## config.mk

```make
export PLATFORM = sky130hd
export DESIGN_NAME = edf_preemptive_scheduler_top
export DESIGN_NICKNAME = d
export VERILOG_FILES = /design/src/rtl/edfs_pkg.sv /design/src/rtl/edf_preemptive_scheduler_top.sv /design/src/rtl/edfs_pick.sv
export SDC_FILE = /design/constraint.sdc
export NUM_CORES = 2
export LEC_CHECK = 0
export ABC_AREA = 1
export BUFFER_PORTS_ARGS = -buffer_cell sky130_fd_sc_hd__buf_2
export CAP_MARGIN = 15
export CORE_ASPECT_RATIO = 2
export CORE_MARGIN = 8
export CORE_UTILIZATION = 25
export CTS_CLUSTER_DIAMETER = 200
export CTS_CLUSTER_SIZE = 30
export DETAILED_ROUTE_END_ITERATION = 8
export PLACE_DENSITY = 0.35
export SKIP_CTS_REPAIR_TIMING = 1
export SLEW_MARGIN = 10
export SYNTH_ARGS = -nofsm -noshare
export SYNTH_HDL_FRONTEND = slang
export SYNTH_HIERARCHICAL = 1
export SYNTH_SLANG_ARGS = --single-unit
```

## constraint.sdc

```tcl
create_clock -name clk -period 25.7 [get_ports clk]
set_input_delay 5.14 -clock clk [delete_from_list [all_inputs] [get_ports clk]]
set_output_delay 5.14 -clock clk [all_outputs]
set_load 0.01 [all_outputs]
```

## src/rtl/edfs_pkg.sv

```systemverilog
// Types, constants and action codes for the EDF scheduler
package edfs_pkg;

	localparam int MAX_TASKS_DEF = 16;
	localparam int TIME_W        = 20;
	localparam logic [TIME_W-1:0] TIME_MAX = {TIME_W{1'b1}};
	localparam logic [3:0] DEADLINE_FACTOR_RST = 4'd2;

	localparam logic [1:0] ACT_LOAD  = 2'd0;
	localparam logic [1:0] ACT_TICK  = 2'd1;
	localparam logic [1:0] ACT_CLEAR = 2'd2;

	typedef struct packed {
		logic [7:0]        id;
		logic [15:0]       arrival;
		logic [15:0]       burst;
		logic [15:0]       remaining;
		logic [TIME_W-1:0] deadline;
	} entry_t;

	typedef struct packed {
		logic init;
		logic cmp_v;
		logic elig;
	} pick_ctl_t;

endpackage

```

## src/rtl/edf_preemptive_scheduler_top.sv

```systemverilog
// Preemptive EDF scheduler: task table memory, slot scan and tick update
// Load and clear transactions give no result.
// A tick reads the table one slot at a time through the single read port in SCAN,
// does the last compare in DRAIN and writes back and registers the result in UPD.
// Input stalls until a tick is back in idle; results may wait in the output register.
// Reset: time 0, deadline factor 2, all slots empty; table contents are not cleared.
module edf_preemptive_scheduler_top import edfs_pkg::*; #(
	parameter int MAX_TASKS = MAX_TASKS_DEF
) (
	input  logic        clk,
	input  logic        arst_n,
	input  logic        cfg_we,
	input  logic [3:0]  cfg_wdata,
	input  logic        in_valid,
	output logic        in_stall,
	input  logic [1:0]  action,
	input  logic [3:0]  task_slot,
	input  logic [7:0]  task_id,
	input  logic [15:0] arrival,
	input  logic [15:0] burst,
	output logic        out_valid,
	input  logic        out_stall,
	output logic [19:0] tick_time,
	output logic        busy_res,
	output logic [3:0]  run_slot,
	output logic [7:0]  run_id,
	output logic        finished,
	output logic [19:0] turnaround,
	output logic [19:0] waiting,
	output logic        all_done
);

	localparam int IDX_W = $clog2(MAX_TASKS);
	localparam logic [IDX_W-1:0] LAST_IDX = IDX_W'(MAX_TASKS - 1);

	localparam logic [1:0] ST_IDLE  = 2'd0;
	localparam logic [1:0] ST_SCAN  = 2'd1;
	localparam logic [1:0] ST_DRAIN = 2'd2;
	localparam logic [1:0] ST_UPD   = 2'd3;

	logic [1:0]           state_q;
	logic [TIME_W-1:0]    time_q;
	logic [3:0]           factor_q;
	logic [MAX_TASKS-1:0] work_q;
	logic [IDX_W-1:0]     rd_addr_q;
	logic                 cmp_v_s1;
	logic [IDX_W-1:0]     cmp_idx_s1;
	entry_t               rd_data_s1;
	entry_t               table_q [MAX_TASKS];

	logic                 out_valid_q;
	logic [19:0]          tick_time_q;
	logic                 busy_q;
	logic [3:0]           run_slot_q;
	logic [7:0]           run_id_q;
	logic                 fin_q;
	logic [19:0]          tat_q;
	logic [19:0]          wt_q;
	logic                 done_q;

	logic                 in_acc;
	logic                 load_go;
	logic                 upd_go;
	logic [IDX_W-1:0]     load_idx;
	entry_t               load_entry;
	logic [19:0]          prod;

	pick_ctl_t            pctl;
	logic                 found;
	logic [IDX_W-1:0]     best_slot;
	entry_t               best;

	logic [TIME_W-1:0]    new_time;
	logic [15:0]          rem_nx;
	logic                 fin_nx;
	logic [TIME_W-1:0]    tat_nx;
	logic [TIME_W-1:0]    wt_nx;
	logic [MAX_TASKS-1:0] work_upd;
	entry_t               upd_entry;

	assign in_stall = (state_q != ST_IDLE);
	assign in_acc   = in_valid && !in_stall;
	assign load_go  = in_acc && (action == ACT_LOAD) && (32'(task_slot) < MAX_TASKS);
	assign upd_go   = (state_q == ST_UPD) && !(out_valid_q && out_stall);
	assign load_idx = IDX_W'(task_slot);

	assign prod = 20'(factor_q) * 20'(burst);

	always_comb begin
		load_entry.id        = task_id;
		load_entry.arrival   = arrival;
		load_entry.burst     = burst;
		load_entry.remaining = burst;
		load_entry.deadline  = 20'(arrival) + prod;
	end

	// tick update
	always_comb begin
		new_time = (time_q == TIME_MAX) ? time_q : time_q + 20'd1;
		rem_nx   = best.remaining - 16'd1;
		fin_nx   = found && (rem_nx == 16'd0);
		tat_nx   = new_time - 20'(best.arrival);
		wt_nx    = (tat_nx >= 20'(best.burst)) ? tat_nx - 20'(best.burst) : '0;
		work_upd = work_q;
		if (fin_nx)
			work_upd[best_slot] = 1'b0;
		upd_entry           = best;
		upd_entry.remaining = rem_nx;
	end

	always_comb begin
		pctl.init  = in_acc && (action == ACT_TICK);
		pctl.cmp_v = cmp_v_s1;
		pctl.elig  = work_q[cmp_idx_s1] && ({4'd0, rd_data_s1.arrival} <= time_q);
	end

	edfs_pick #(
		.MAX_TASKS(MAX_TASKS)
	) u_pick (
		.clk      (clk),
		.arst_n   (arst_n),
		.ctl      (pctl),
		.cand_idx (cmp_idx_s1),
		.cand     (rd_data_s1),
		.found    (found),
		.best_slot(best_slot),
		.best     (best)
	);

	// task table
	always_ff @(posedge clk) begin
		if (load_go)
			table_q[load_idx] <= load_entry;
		else if (upd_go && found)
			table_q[best_slot] <= upd_entry;
		rd_data_s1 <= table_q[rd_addr_q];
		cmp_idx_s1 <= rd_addr_q;
	end

	always_ff @(posedge clk or negedge arst_n) begin
		if (!arst_n) begin
			state_q   <= ST_IDLE;
			time_q    <= '0;
			factor_q  <= DEADLINE_FACTOR_RST;
			work_q    <= '0;
			rd_addr_q <= '0;
			cmp_v_s1  <= 1'b0;
		end else begin
			cmp_v_s1 <= (state_q == ST_SCAN);
			if (cfg_we)
				factor_q <= cfg_wdata;
			unique case (state_q)
				ST_IDLE: begin
					if (in_acc) begin
						case (action)
							ACT_LOAD: begin
								if (load_go)
									work_q[load_idx] <= (burst != 16'd0);
							end
							ACT_TICK: begin
								rd_addr_q <= '0;
								state_q   <= ST_SCAN;
							end
							ACT_CLEAR: begin
								work_q <= '0;
								time_q <= '0;
							end
							default: ;
						endcase
					end
				end
				ST_SCAN: begin
					if (rd_addr_q == LAST_IDX)
						state_q <= ST_DRAIN;
					else
						rd_addr_q <= rd_addr_q + IDX_W'(1);
				end
				ST_DRAIN: begin
					state_q <= ST_UPD;
				end
				ST_UPD: begin
					if (upd_go) begin
						time_q  <= new_time;
						work_q  <= work_upd;
						state_q <= ST_IDLE;
					end
				end
				default: state_q <= ST_IDLE;
			endcase
		end
	end

	// result register
	always_ff @(posedge clk or negedge arst_n) begin
		if (!arst_n)
			out_valid_q <= 1'b0;
		else if (upd_go)
			out_valid_q <= 1'b1;
		else if (!out_stall)
			out_valid_q <= 1'b0;
	end

	always_ff @(posedge clk) begin
		if (upd_go) begin
			tick_time_q <= time_q;
			busy_q      <= found;
			run_slot_q  <= found ? 4'(best_slot) : 4'd0;
			run_id_q    <= found ? best.id : 8'd0;
			fin_q       <= fin_nx;
			tat_q       <= fin_nx ? tat_nx : 20'd0;
			wt_q        <= fin_nx ? wt_nx : 20'd0;
			done_q      <= ~|work_upd;
		end
	end

	assign out_valid  = out_valid_q;
	assign tick_time  = tick_time_q;
	assign busy_res   = busy_q;
	assign run_slot   = run_slot_q;
	assign run_id     = run_id_q;
	assign finished   = fin_q;
	assign turnaround = tat_q;
	assign waiting    = wt_q;
	assign all_done   = done_q;

endmodule

```

## src/rtl/edfs_pick.sv

```systemverilog
// Running earliest-deadline selection over the slots streamed from the task table
module edfs_pick import edfs_pkg::*; #(
	parameter int MAX_TASKS = MAX_TASKS_DEF
) (
	input  logic                           clk,
	input  logic                           arst_n,
	input  pick_ctl_t                      ctl,
	input  logic [$clog2(MAX_TASKS)-1:0]   cand_idx,
	input  entry_t                         cand,
	output logic                           found,
	output logic [$clog2(MAX_TASKS)-1:0]   best_slot,
	output entry_t                         best
);

	localparam int IDX_W = $clog2(MAX_TASKS);

	logic             found_q;
	logic [IDX_W-1:0] slot_q;
	entry_t           best_q;
	logic             beats;

	always_comb begin
		if (cand.deadline != best_q.deadline)
			beats = cand.deadline < best_q.deadline;
		else if (cand.arrival != best_q.arrival)
			beats = cand.arrival < best_q.arrival;
		else
			beats = cand.id < best_q.id;
	end

	always_ff @(posedge clk or negedge arst_n) begin
		if (!arst_n) begin
			found_q <= 1'b0;
		end else if (ctl.init) begin
			found_q <= 1'b0;
		end else if (ctl.cmp_v && ctl.elig) begin
			found_q <= 1'b1;
		end
	end

	always_ff @(posedge clk) begin
		if (ctl.cmp_v && ctl.elig && (!found_q || beats)) begin
			slot_q <= cand_idx;
			best_q <= cand;
		end
	end

	assign found     = found_q;
	assign best_slot = slot_q;
	assign best      = best_q;

endmodule

```

==> results.toml <==
[floorplanning]
start_util_pct = 25.15
dieArea_sq_um = 273300
die_y_microns = 731.4
ios = 132
coreArea_sq_um = 254400
die_width_microns = 373.7
fp-row-count = 262

[synth]
synth_edf_count = 1371
yosysUniqueCellTypes = 55
syn_avg_cell_area_sq_um = 12.30
postSynthCellCount = 5202
yosysSeqAreaShare_pct = 68.78
synth-seq-cells = 1500
synthesis.nets = 5429
syn_area_sq_um = 63970
yosysWarnings = 6
ys.flop_type = "edfxtp_1"
async_reset_ff_share_pct = 3.267

[routing]
viasPerCell = 4.727
routed-via-count = 40570
top_layer_used = "met5"
m1WireLength_microns = 88680
drc = 0
route.met2.wl_microns = 117600
ant_nets = 0
drt_iter0_markers = 2630
wl_met3_microns = 5308
routedWlPerCell_microns = 25.29
drt_wl_total_microns = 217100
firstDrtPassIters = 5

[critical_path]
rrSetupSlack_ns = 18.89
path_max_fanout = 34
endpoint_kind = "flip-flop"
r2r-end = "waiting[10]"
worstPathRequired_ns = 26.09
rr_startpoint = "time_q[0]"
crit_type = "in2reg"
r2r_cells = 34
cp_slowest_stage_delay_ns = 0.97
startpoint_type = "primary input"
arrival_ns = 9.58
slowest_stage = "nor2_4"
timing.critical_path.from = "out_stall"
worstPathCellList = "buf_2 -> a21oi_4 -> nand2_1 -> inv_1 -> nand2_4 -> o21ai_0 -> nand3_1 -> nor2_4 -> buf_4 -> buf_4"
crit_top_cell = "buf_4"

[sta]
relSlewSlack_pct = 22.29
setup_viol = 0
fin_crit_sh_pct = 35.75
fin_crit_ns = 9.189
max_freq_mhz = 108.8
rsz0062_at_grt = "false"
hold_viol = 0
final-max-slew-violation-count = 0
setup_tns_ns = 0
worstMarginPinSlew_ns = 1.163
fin_skew_ns = 0.03007

[worst_hold_path]
holdPathEnd = "u_pick/best[39]"
min_from = "rd_data_s1[39]"
hold_path.class = "reg2reg"
worst_hold_path.num_cells = 0

[global_routing]
antenna_found_initial = 15
grt_use_total_pct = 15.36
grt_max_degree = 173
grt_pass1_vias = 41810
grt_overflow = 0
grt_first_pass_wirelength_microns = 309400

[pwr]
power_density_nw_per_um2 = 100.4
p_leak_nw = 24.20
irDropWorstVdd_uv = 63.30
power_mw = 7.068

[clock_tree]
clock_latency_ns = 0.75
h-tree-depth = 2
clock_sinks = 1500
clk_path_buf_depth = 3
cts_root_buf = "clkbuf_16"
clkTransAtPathRegs_ns = 0.12
cts_buffers = 55
cts_tree = "built"

[cells_and_area]
fillCellCount = 26360
nNetsFinal = 5458
seq_area_sq_um = 44010
multi_input_comb_area_sq_um = 17850
area_growth_pct = 10.09
drive_gt1_share_pct = 7.654

[placed_design]
io_buffers = 131
place.gp.congestion = 0.8275
dp_hpwl_microns = 135300

[outcome]
status = "completed"

[flow_run]
drv_cap = 0
-- cell families (layout without fill, tap and decap cells) --
| kind of cell | Yosys count | after routing | synth area share [%] |
|---|---|---|---|
| XOR/XNOR | 48 | 48 | 0.6571 |
| flip-flops | 1500 | 1500 | 68.78 |
| buffers and inverters | 605 | 681 | 3.622 |
| other | 0 | 5 | 0 |
| adder cells (fa/ha/maj) | 172 | 172 | 3.892 |
| multiplexers | 124 | 124 | 1.948 |
| AND/OR/NAND/NOR | 1816 | 1816 | 11.67 |
| AO/OA/AOI/OAI | 937 | 937 | 9.439 |
-- cells in the final DEF (no fill, tap or decap), types with 6 or more instances in the layout --
master	netlist	routed
a21o_1	7	7
a21oi_1	113	111
a22oi_1	11	11
a31oi_1	8	8
buf_12	1	6
buf_2	17	131
buf_4	2	104
clkbuf_1	232	46
clkbuf_16	0	56
dfrtp_1	48	45
dfxtp_1	80	80
edfxtp_1	1371	1371
fa_1	45	45
ha_1	127	127
inv_1	331	328
mux2i_1	120	120
nand2_1	641	640
nand2_2	9	9
nand3_1	209	209
nand3_2	6	6
nand4_1	16	16
nor2_1	855	838
nor2_2	15	15
nor2_4	11	28
nor3_1	18	18
o211ai_1	35	35
o21ai_0	431	422
o21ai_1	1	7
o221ai_1	120	120
o22ai_1	7	7
o32ai_1	184	184
or2_2	17	17
xnor2_1	13	13
xor2_1	35	35
-- how the worst max path moves through the flow --
stage	depth (start not counted)	slack, ns	endpoint
global route	10	16.18	table_q[12][34]
finish	10	16.51	table_q[12][34]
CTS	10	16.36	table_q[12][34]
global placement	10	15.66	table_q[12][34]
detailed placement	10	15.52	table_q[12][39]
floorplan	8	12.05	table_q[0][0]
-- per-stage QoR --
step                      setup WS, ns  utilization, %  cells  hold slack (ns)  cell area (sq um)
after CTS                        16.36           27.68   8577           0.4192              70410
after global placement           15.66           27.05   8473           0.3867              68810
after detailed placement         15.52           27.05   8473           0.3887              68810
after floorplan                  12.05               -   5202           0.3684              63970
after global routing             16.18           27.68   8579           0.4231              70420
final                            16.51           27.69   8583           0.4160              70430
-- synthesized netlist by cell type (18+ instances only) --
library cell | count | share of area [%]
edfxtp_1 | 1371 | 64
nor2_1 | 855 | 5.0
nand2_1 | 641 | 3.8
o21ai_0 | 431 | 3.4
inv_1 | 331 | 1.9
clkbuf_1 | 232 | 1.4
nand3_1 | 209 | 1.6
o32ai_1 | 184 | 2.5
ha_1 | 127 | 2.5
mux2i_1 | 120 | 1.9
o221ai_1 | 120 | 1.6
a21oi_1 | 113 | 0.88
dfxtp_1 | 80 | 2.5
dfrtp_1 | 48 | 1.9
fa_1 | 45 | 1.4
o211ai_1 | 35 | 0.41
xor2_1 | 35 | 0.48
nor3_1 | 18 | 0.14
-- metal layers --
layer  global-route usage (%)  vias up
met5                        0        -
met4                    3.789        6
met3                    1.215      187
met2                    29.78      645
met1                    18.21    21020
li1                         -    18720
-- layout make-up --
cell class / instances / share of cell area (%)
Sequential cell: 1500 / 62.49
Multi-Input combinational cell: 3097 / 25.34
Tap cell: 3300 / 5.862
Clock buffer: 102 / 2.235
Timing Repair Buffer: 241 / 2.210
Inverter: 336 / 1.816
Clock inverter: 2 / 0.03553
Antenna cell: 5 / 0.01776
-- flip-flops by register name (all words and copies together), names as in the netlist, 2 cells and up --
register / count
rd_addr_q: 4
time_q: 20
table_q: 1216
run_slot: 4
factor_q: 4
rd_data_s1: 76
turnaround: 20
cmp_idx_s1: 4
u_pick/best: 76
work_q: 16
u_pick/best_slot: 4
tick_time: 20
run_id: 8
waiting: 20
state_q: 2
-- power by group --
group,switching (mW),internal [mW]
Combinational,1.82,0.674
Sequential,0.146,3.24
Clock,0.774,0.423
-- worst max-delay path: cells and delay by family --
kind                   cells  cell delay, ns
AO/OA/AOI/OAI              2            0.93
buffers and inverters      4            1.62
AND/OR/NAND/NOR            4            1.77
Power figures use the tool's default switching activity.
